**src/design/u8v_pkg.sv**
```systemverilog
`default_nettype none

package u8v_pkg;

    // Error kinds reported with the verdict.
    localparam logic [2:0] ERR_NONE       = 3'd0;
    localparam logic [2:0] ERR_NUL        = 3'd1;
    localparam logic [2:0] ERR_BAD_LEAD   = 3'd2;
    localparam logic [2:0] ERR_BAD_CONT   = 3'd3;
    localparam logic [2:0] ERR_OVERLONG   = 3'd4;
    localparam logic [2:0] ERR_BEYOND_MAX = 3'd5;
    localparam logic [2:0] ERR_SURROGATE  = 3'd6;
    localparam logic [2:0] ERR_TRUNCATED  = 3'd7;

    // Byte classes.
    localparam logic [7:0] ASCII_LIMIT = 8'h80;
    localparam logic [7:0] LEAD2_MIN   = 8'hC2;
    localparam logic [7:0] LEAD3_MIN   = 8'hE0;
    localparam logic [7:0] LEAD4_MIN   = 8'hF0;
    localparam logic [7:0] LEAD_MAX    = 8'hF4;
    localparam logic [7:0] CONT_MASK   = 8'hC0;
    localparam logic [7:0] CONT_TAG    = 8'h80;

    // Code point limits.
    localparam logic [20:0] MIN_THREE_BYTE = 21'h000800;
    localparam logic [20:0] MIN_FOUR_BYTE  = 21'h010000;
    localparam logic [20:0] CODE_MAX       = 21'h10FFFF;
    localparam logic [20:0] SURR_LOW       = 21'h00D800;
    localparam logic [20:0] SURR_HIGH      = 21'h00DFFF;

    // Decoder state carried from byte to byte.
    typedef struct packed {
        logic [1:0]  bytes_remaining;
        logic [2:0]  sequence_length;
        logic [20:0] code_point;
        logic        error_seen;
        logic [2:0]  first_error;
    } decode_state_t;

    // Verdict for one string.
    typedef struct packed {
        logic       text_ok;
        logic [2:0] error_kind;
    } verdict_t;

endpackage

`default_nettype wire

```
**src/design/u8v_in_if.sv**
```systemverilog
`default_nettype none

interface u8v_in_if;
    logic       valid;
    logic       ready;
    logic [7:0] data_byte;
    logic       last_item;
    logic       no_byte;

    modport source (output valid, output data_byte, output last_item, output no_byte,
                    input ready);
    modport sink (input valid, input data_byte, input last_item, input no_byte,
                  output ready);
endinterface

`default_nettype wire

```
**src/design/u8v_out_if.sv**
```systemverilog
`default_nettype none

interface u8v_out_if;
    logic       valid;
    logic       ready;
    logic       text_ok;
    logic [2:0] error_kind;

    modport source (output valid, output text_ok, output error_kind, input ready);
    modport sink (input valid, input text_ok, input error_kind, output ready);
endinterface

`default_nettype wire

```
**src/design/u8v_step.sv**
```systemverilog
`default_nettype none

module u8v_step
    import u8v_pkg::*;
(
    input  decode_state_t cur,
    input  logic [7:0]    data_byte,
    input  logic          last_item,
    input  logic          no_byte,
    output decode_state_t nxt,
    output verdict_t      res
);

    decode_state_t st;
    logic [20:0]   cp_shift;
    logic          flag;
    logic [2:0]    kind;

    always_comb
    begin
        st       = cur;
        cp_shift = {cur.code_point[14:0], data_byte[5:0]};
        flag     = 1'b0;
        kind     = ERR_NONE;

        // Decode one byte unless there is none or the string has already failed.
        if (!no_byte && !cur.error_seen)
        begin
            if (cur.bytes_remaining == 2'd0)
            begin
                // Expecting a lead byte.
                priority if (data_byte == 8'h00)
                begin
                    flag = 1'b1;
                    kind = ERR_NUL;
                end
                else if (data_byte < ASCII_LIMIT)
                begin
                    // Plain ASCII leaves the state alone.
                    st = cur;
                end
                else if (data_byte < LEAD2_MIN || data_byte > LEAD_MAX)
                begin
                    flag = 1'b1;
                    kind = ERR_BAD_LEAD;
                end
                else if (data_byte < LEAD3_MIN)
                begin
                    st.sequence_length = 3'd2;
                    st.code_point      = {16'd0, data_byte[4:0]};
                    st.bytes_remaining = 2'd1;
                end
                else if (data_byte < LEAD4_MIN)
                begin
                    st.sequence_length = 3'd3;
                    st.code_point      = {17'd0, data_byte[3:0]};
                    st.bytes_remaining = 2'd2;
                end
                else
                begin
                    st.sequence_length = 3'd4;
                    st.code_point      = {18'd0, data_byte[2:0]};
                    st.bytes_remaining = 2'd3;
                end
            end
            else if ((data_byte & CONT_MASK) != CONT_TAG)
            begin
                // A NUL or any other non-continuation byte inside a sequence.
                flag = 1'b1;
                kind = ERR_BAD_CONT;
            end
            else
            begin
                st.code_point      = cp_shift;
                st.bytes_remaining = cur.bytes_remaining - 2'd1;
                // Range checks once the sequence is complete, in priority order.
                if (cur.bytes_remaining == 2'd1)
                begin
                    priority if (cur.sequence_length == 3'd3 && cp_shift < MIN_THREE_BYTE)
                    begin
                        flag = 1'b1;
                        kind = ERR_OVERLONG;
                    end
                    else if (cur.sequence_length == 3'd4 && cp_shift < MIN_FOUR_BYTE)
                    begin
                        flag = 1'b1;
                        kind = ERR_OVERLONG;
                    end
                    else if (cp_shift > CODE_MAX)
                    begin
                        flag = 1'b1;
                        kind = ERR_BEYOND_MAX;
                    end
                    else if (cp_shift >= SURR_LOW && cp_shift <= SURR_HIGH)
                    begin
                        flag = 1'b1;
                        kind = ERR_SURROGATE;
                    end
                    else
                    begin
                        flag = 1'b0;
                    end
                end
            end
        end

        if (flag)
        begin
            st.error_seen  = 1'b1;
            st.first_error = kind;
        end

        // At the end of the string an open sequence counts as truncated, unless an error came first.
        if (last_item && st.bytes_remaining != 2'd0 && !st.error_seen)
        begin
            st.error_seen  = 1'b1;
            st.first_error = ERR_TRUNCATED;
        end

        res.text_ok    = !st.error_seen;
        res.error_kind = st.first_error;
        nxt            = last_item ? '0 : st;
    end

endmodule

`default_nettype wire

```
**src/design/utf8_stream_validator.sv**
```systemverilog
// A last item is held in the input register, then its verdict in the output register.
// Throughput: one byte per cycle; the per-byte decode sits between the input
// register and the state and verdict registers, and the input stalls only while a
// finished verdict waits at the output and the item held is also a last item.
// Reset: rst_n clears the decoder state and both valid flags asynchronously.
`default_nettype none

module utf8_stream_validator
    import u8v_pkg::*;
(
    input  wire         clk,
    input  wire         rst_n,
    u8v_in_if.sink      byte_stream,
    u8v_out_if.source   verdict
);

    logic          in_valid_reg;
    logic          in_valid_next;
    logic [7:0]    in_data_reg;
    logic          in_last_reg;
    logic          in_none_reg;
    decode_state_t state_reg;
    decode_state_t state_next;
    decode_state_t state_step;
    verdict_t      res;
    logic          out_valid_reg;
    logic          out_valid_next;
    verdict_t      out_reg;
    logic          out_free;
    logic          advance;
    logic          in_accept;

    u8v_step step (
        .cur       (state_reg),
        .data_byte (in_data_reg),
        .last_item (in_last_reg),
        .no_byte   (in_none_reg),
        .nxt       (state_step),
        .res       (res)
    );

    // The held request moves on unless it needs the output slot and that is full.
    assign out_free  = !out_valid_reg || verdict.ready;
    assign advance   = in_valid_reg && (!in_last_reg || out_free);
    assign byte_stream.ready = !in_valid_reg || advance;
    assign in_accept = byte_stream.valid && byte_stream.ready;

    assign in_valid_next  = in_accept || (in_valid_reg && !advance);
    assign state_next     = advance ? state_step : state_reg;
    assign out_valid_next = (advance && in_last_reg) || (out_valid_reg && !verdict.ready);

    // Control state.
    always_ff @(posedge clk or negedge rst_n)
    begin
        if (!rst_n)
        begin
            in_valid_reg  <= 1'b0;
            out_valid_reg <= 1'b0;
            state_reg     <= '0;
        end
        else
        begin
            in_valid_reg  <= in_valid_next;
            out_valid_reg <= out_valid_next;
            state_reg     <= state_next;
        end
    end

    // Payload registers.
    always_ff @(posedge clk)
    begin
        if (in_accept)
        begin
            in_data_reg <= byte_stream.data_byte;
            in_last_reg <= byte_stream.last_item;
            in_none_reg <= byte_stream.no_byte;
        end
        if (advance && in_last_reg)
        begin
            out_reg <= res;
        end
    end

    assign verdict.valid      = out_valid_reg;
    assign verdict.text_ok    = out_reg.text_ok;
    assign verdict.error_kind = out_reg.error_kind;

endmodule

`default_nettype wire

```
**src/flat_wrapper.sv**
```systemverilog
// flat-port wrapper written by rule: the top's interface ports become plain ports
module utf8_stream_validator_flat import u8v_pkg::*;
  (clk, rst_n, byte_stream_valid, byte_stream_data_byte, byte_stream_last_item, byte_stream_no_byte, byte_stream_ready, verdict_valid, verdict_text_ok, verdict_error_kind, verdict_ready);
  u8v_in_if byte_stream_i ();
  u8v_out_if verdict_i ();
  input  wire clk;
  input  wire rst_n;
  input wire logic [$bits(byte_stream_i.valid)-1:0] byte_stream_valid;
  input wire logic [$bits(byte_stream_i.data_byte)-1:0] byte_stream_data_byte;
  input wire logic [$bits(byte_stream_i.last_item)-1:0] byte_stream_last_item;
  input wire logic [$bits(byte_stream_i.no_byte)-1:0] byte_stream_no_byte;
  output wire logic [$bits(byte_stream_i.ready)-1:0] byte_stream_ready;
  output wire logic [$bits(verdict_i.valid)-1:0] verdict_valid;
  output wire logic [$bits(verdict_i.text_ok)-1:0] verdict_text_ok;
  output wire logic [$bits(verdict_i.error_kind)-1:0] verdict_error_kind;
  input wire logic [$bits(verdict_i.ready)-1:0] verdict_ready;
  assign byte_stream_i.valid = byte_stream_valid;
  assign byte_stream_i.data_byte = byte_stream_data_byte;
  assign byte_stream_i.last_item = byte_stream_last_item;
  assign byte_stream_i.no_byte = byte_stream_no_byte;
  assign byte_stream_ready = byte_stream_i.ready;
  assign verdict_valid = verdict_i.valid;
  assign verdict_text_ok = verdict_i.text_ok;
  assign verdict_error_kind = verdict_i.error_kind;
  assign verdict_i.ready = verdict_ready;
  utf8_stream_validator u_core (.clk(clk), .rst_n(rst_n), .byte_stream(byte_stream_i), .verdict(verdict_i));
endmodule
```
**config.mk**
```make
export PLATFORM = sky130hd
export DESIGN_NAME = utf8_stream_validator_flat
export DESIGN_NICKNAME = d
export VERILOG_FILES = /design/src/design/u8v_pkg.sv /design/src/design/u8v_in_if.sv /design/src/design/u8v_out_if.sv /design/src/design/u8v_step.sv /design/src/design/utf8_stream_validator.sv /design/src/flat_wrapper.sv
export SDC_FILE = /design/constraint.sdc
export NUM_CORES = 1
export LEC_CHECK = 0
export BUFFER_PORTS_ARGS = -buffer_cell sky130_fd_sc_hd__buf_4
export CAP_MARGIN = 20
export CORE_AREA = 3 3 73 75
export DETAILED_ROUTE_END_ITERATION = 10
export DIE_AREA = 0 0 76 78
export GPL_ROUTABILITY_DRIVEN = 0
export PLACE_DENSITY_LB_ADDON = 0.3
export SLEW_MARGIN = 25
export SYNTH_ARGS = -nofsm -noshare
export SYNTH_HDL_FRONTEND = slang
export SYNTH_SLANG_ARGS = --single-unit
```
**constraint.sdc**
```tcl
create_clock -name clk -period 5.2 [get_ports clk]
set_clock_uncertainty 0.15 [all_clocks]
set_input_delay 1.04 -clock clk [delete_from_list [all_inputs] [get_ports clk]]
set_output_delay 1.04 -clock clk [all_outputs]
set_load 0.1 [all_outputs]
```
==> reports/metrics.yaml, run 1 <==
synth:
  synth_top_family_by_area: "simple AND/OR/NAND/NOR gates"
  ys_warn_count: 0
  async_flop_share_pct: 65.0
  synth_xor_area_share_pct: 0.419
  synth_simple_gate_area_share_pct: 22.6
  netlist_instances: 216
  syn_nets: 232
  synthMuxAreaShare_pct: 0.957
  ys_types: 50
  syn_area_um2: 2090
  synthFlopType: "dfrtp_1"
  synthTopCellsByArea: "dfrtp_1 31%, edfxtp_1 20%, nand2_1 7.7%"
  seq_area_frac_synth_pct: 51.2
  synth-compound-area-share_pct: 21.1
  yosys.area.top_type: "dfrtp_1"
  syn_area_per_cell_um2: 9.69
  synth_fa_ha_area_share_pct: 1.20
  ys_ff_latch: 40
  synth.top_cell.area_share_pct: 31.1
  synth_edf_count: 14
sta:
  slew_headroom_pct: 57.7
  fin_crit_sh_pct: 55.9
  setup_tns_ps: 0
  setup_viol: 0
  rsz0062_at_grt: "false"
  fin_crit_ps: 2910
  timing_hold_violations_final: 0
  drv_slew: 0
  worst_slew_pin_slew_ps: 633
  fmax_ghz: 0.344
floorplanning:
  initial_core_util_pct: 44.3
  fp.dieW_um: 76
  pin_count: 20
  die-area_um2: 5930
  num_rows: 25
  core-area_um2: 4720
  die_height_um: 78
routing:
  drc: 0
  viasPerCell: 5.52
  vias: 1685
  first_pass_iters: 4
  wl_per_cell_um: 14.1
  drtIter0Drc: 84
  antenna_left: 0
  drt-total-wl_um: 4300
setup_path:
  worstReg2RegStart: "u_core.state_reg[29]"
  startpoint_type: "flop"
  criticalPathCategory: "reg -> reg"
  cp.required_ps: 5090
  crit_path_end_kind: "flop"
  reg2regPathDepth: 7
  cp_max_fo: 13
  crit_arrival_ps: 2800
  reg2reg_to: "u_core.verdict.error_kind[0]"
  rrSetupSlack_ps: 2290
global_route:
  grt_pass1_wl_um: 7570
  grt_usage_pct: 16.1
  grt_pass1_vias: 1644
  antenna_found_initial: 0
  grt_start_max_net_pins: 31
  overflow: 0
place:
  place_area_um2: 2310
  hpwl_um: 3190
  numPortBuffers: 19
layout:
  mostFrequentLayoutCells: "43 x nand2_1, 29 x o21ai_0, 26 x dfrtp_1"
  fill_cells: 445
  final_cell_area_um2: 2390
  fin_nets: 253
  final_common_cell: "nand2_1"
  syn_to_final_growth_pct: 14.2
  drive_gt1_share_pct: 14.7
  largest_reg_flops: 24
  multiInputGateArea_um2: 973
  n_antenna_cell: 0
  final-seq-area_um2: 1070
clocking:
  clk_pin_slew_ps: 80
  cts_tree: "yes"
  clock-sinks: 40
  clk_path_buf_depth: 2
  postCtsSetupBuffers: 0
  clockRootBuffer: "clkbuf_8"
  cts_inserted_buffers: 5
  clk_latency_ps: 300
  cts_hold_buf: 0
  post_cts_resized: 0
  htreeDepth: 2
power_and_ir_drop:
  p_per_area_nw_per_um2: 368
  peakVddDrop_v: 0.000188
  p_leak_nw: 0.928
  power_mw: 0.878
hold_path:
  worstHoldEndpoint: "u_core.state_reg[6]"
  hp-start: "u_core.state_reg[6]"
  hp-class: "reg -> reg"
  hold_depth: 2
flow_run:
  drv_cap: 0
outcome:
  outcome: "finished clean"
[critical path, cell delays in order, from the launching register on]
cell,delay [ps]
dfrtp_1,410
inv_1,130
ha_1,410
or3b_2,530
o32a_1,340
a311o_1,440
a21oi_1,170
mux2i_1,80
[metrics by stage]
step                      worst slack (ps)  hold slack, ps  utilization, %  instances
after floorplan                       1890             300               -        216
after global placement                2320             314            48.9        297
after detailed placement              2320             326            48.9        297
after CTS                             2320             343            50.6        305
after global routing                  2180             364            50.6        305
final                                 2290             338            50.6        305
[metal layers]
layer	wire length [µm]	share of wire [%]	up-vias	track usage [%]
met4	89	2.1	0	7.25
met5	0	0	-	0
met2	1960	46	49	25.5
met1	2030	47	786	20.8
met3	224	5.2	9	3.94
li1	-	-	841	-
[kinds of logic after synthesis]
group / Yosys count
multiplexers: 2
XOR/XNOR: 1
flip-flops: 40
buffers and inverters: 14
adder cells (fa/ha/maj): 2
AO/OA/AOI/OAI: 64
AND/OR/NAND/NOR: 93
[final cells by class]
class | count | share of cell area [%]
clock buffer | 7 | 3.19
clock inverter | 1 | 0.209
inverter | 8 | 1.26
multi-input combinational | 162 | 40.7
sequential | 40 | 44.8
tap | 67 | 3.51
timing repair buffer | 20 | 6.28
[synthesized netlist by cell type, types with 3 or more instances]
master     n
nand2b_1   4
edfxtp_1  14
inv_1      8
nor3_1     6
nor2_1    14
o22ai_1    3
a21oi_1    3
nand2_1   43
clkbuf_1   5
o21a_1     4
o21ai_0   29
dfrtp_1   26
nand3_1    7
[worst max path at each step]
stage / depth (start not counted) / slack, ps / end / start
detailed placement: 7 / 2320 / u_core.verdict.error_kind[0] / u_core.state_reg[29]
global placement: 7 / 2320 / u_core.verdict.error_kind[0] / u_core.state_reg[29]
finish: 7 / 2290 / u_core.verdict.error_kind[0] / u_core.state_reg[29]
CTS: 7 / 2320 / u_core.verdict.error_kind[0] / u_core.state_reg[29]
floorplan: 1 / 1890 / byte_stream_ready / u_core.verdict.valid
global route: 7 / 2180 / u_core.verdict.error_kind[0] / u_core.state_reg[29]
[power breakdown]
part	internal (mW)	switching [mW]	leakage (nW)
sequential	0.370	0.0311	0.490
clock	0.0941	0.102	0.0422
combinational	0.0953	0.186	0.396
Note: power is estimated with default switching activity, not from simulation.
==> run 2: changes to the inputs <==
- clock period: 5.2 -> 2.6 ns (I/O delays scaled with it)
==> reports/metrics.yaml, run 2 (synthesized netlist as in run 1, its figures left out) <==
floorplanning:
  initial_core_util_pct: 44.3
  die-area_um2: 5930
  die_height_um: 78
  fp.dieW_um: 76
  core-area_um2: 4720
  pin_count: 20
  num_rows: 25
setup_path:
  crit_arrival_ps: 2400
  startpoint_type: "flop"
  criticalPathCategory: "reg -> reg"
  crit_path_end_kind: "flop"
  cp.required_ps: 2510
  cp_max_fo: 12
  worstReg2RegStart: "u_core.state_reg[28]"
  reg2reg_to: "u_core.verdict.text_ok"
  rrSetupSlack_ps: 110
  reg2regPathDepth: 9
power_and_ir_drop:
  peakVddDrop_v: 0.000382
  p_leak_nw: 0.995
  p_int_mw: 1.23
  p_per_area_nw_per_um2: 764
  seqPwrFrac_pct: 41.6
  swShare_pct: 35.8
  pwr-share-clk_pct: 25.2
  p_comb_share_pct: 33.2
  p_switching_mw: 0.686
place:
  hpwl_um: 3350
  numPortBuffers: 19
  dp.cells: 304
clocking:
  clk_latency_ps: 300
  clk_pin_slew_ps: 80
  clockRootBuffer: "clkbuf_8"
  cts_tree: "yes"
  clk_path_buf_depth: 2
  cts_inserted_buffers: 5
  clock-sinks: 40
  htreeDepth: 2
global_route:
  grt_pass1_vias: 1696
  grt_usage_pct: 16.9
  grt_start_max_net_pins: 31
  grt_pass1_wl_um: 7960
  overflow: 0
  antenna_found_initial: 0
hold_path:
  hp-start: "byte_stream_data_byte[5]"
  worstHoldEndpoint: "u_core.in_data_reg[5]"
  hold_depth: 1
  hp-class: "in -> reg"
routing:
  drc: 0
  drt-total-wl_um: 4560
  viasPerCell: 5.52
  drtIter0Drc: 87
  antenna_left: 0
  first_pass_iters: 4
  vias: 1733
  wl_per_cell_um: 14.5
flow_run:
  drv_cap: 0
sta:
  worst_slew_pin_slew_ps: 668
  fin_crit_ps: 2490
  timing_hold_violations_final: 0
  setup_viol: 0
  fmax_ghz: 0.401
  fin_hold_ws_ps: 250
  drv_slew: 0
  slew_headroom_pct: 55.3
  fin_crit_sh_pct: 95.8
layout:
  syn_to_final_growth_pct: 20.2
  largest_reg_flops: 24
  drive_gt1_share_pct: 19.8
  multiInputGateArea_um2: 983
  n_antenna_cell: 0
  fin_cells: 314
  mostFrequentLayoutCells: "43 x nand2_1, 29 x o21ai_0, 27 x buf_4"
  fill_cells: 429
  final_common_cell: "nand2_1"
  fin_nets: 262
  final-seq-area_um2: 1070
outcome:
  outcome: "finished clean"
[run 2: final cells by class]
class,instances,share of cell area (%)
sequential,40,42.8
multi-input combinational,162,39.1
timing repair buffer,29,9.26
clock buffer,6,3.73
tap,67,3.33
inverter,8,1.19
clock inverter,2,0.597
[run 2: stage by stage]
stage               total power [mW]  util, %  TNS, ps  cell area [µm²]  worst slack [ps]
floorplan                       1.23        -        0             2100              14.7
global placement                1.41     50.4        0             2380               120
detailed placement              1.42     50.4        0             2380              49.6
CTS                             1.91     52.9        0             2500              46.3
global route                    2.03     53.2    -1.86             2510             -1.86
finish                          1.92     53.2        0             2510               108
[run 2: what timing repair did]
action / 4_1_cts / 5_1_grt
gates resized for setup: 0 / 3
endpoints found under the setup margin: 0 / 2
hold buffers: 1 / 0
buffers inserted: 0 / 1
endpoints found under the hold margin: 26 / 0
[run 2: worst max-delay path by stage]
stage	start	cells past startpoint	endpoint	slack, ps
2_1_floorplan	u_core.verdict.valid	2	u_core.in_data_reg[0]	10
3_3_place_gp	u_core.state_reg[28]	7	u_core.verdict.error_kind[0]	120
3_5_place_dp	u_core.state_reg[28]	7	u_core.verdict.error_kind[0]	50
4_1_cts	u_core.state_reg[28]	7	u_core.verdict.error_kind[0]	50
5_1_grt	u_core.state_reg[28]	9	u_core.verdict.error_kind[0]	-2
6_report	u_core.state_reg[28]	9	u_core.verdict.text_ok	110
[run 2: critical path, cell delays in order, from the launching register on]
cell and delay (ps):
dfrtp_1 400, inv_2 60, ha_1 200, buf_4 170, or3b_2 530, nor3_2 210
o31a_1 140, a311o_1 230, buf_4 150, nor2_1 30
[run 2: power by group through the flow]
stage	Combinational, mW	Sequential (mW)	Clock, mW
6_report	0.636	0.799	0.484
5_1_grt	0.700	0.808	0.525
4_1_cts	0.616	0.795	0.501
3_5_place_dp	0.612	0.808	0
3_3_place_gp	0.604	0.807	0
2_1_floorplan	0.335	0.898	0
[run 2: routing by layer]
| metal | wire (µm) | GRT usage [%] | vias to the layer above |
|---|---|---|---|
| met3 | 245 | 4.18 | 7 |
| met5 | 0 | 0 | - |
| li1 | - | - | 863 |
| met2 | 2110 | 27.0 | 42 |
| met1 | 2140 | 22.0 | 821 |
| met4 | 63 | 7.07 | 0 |
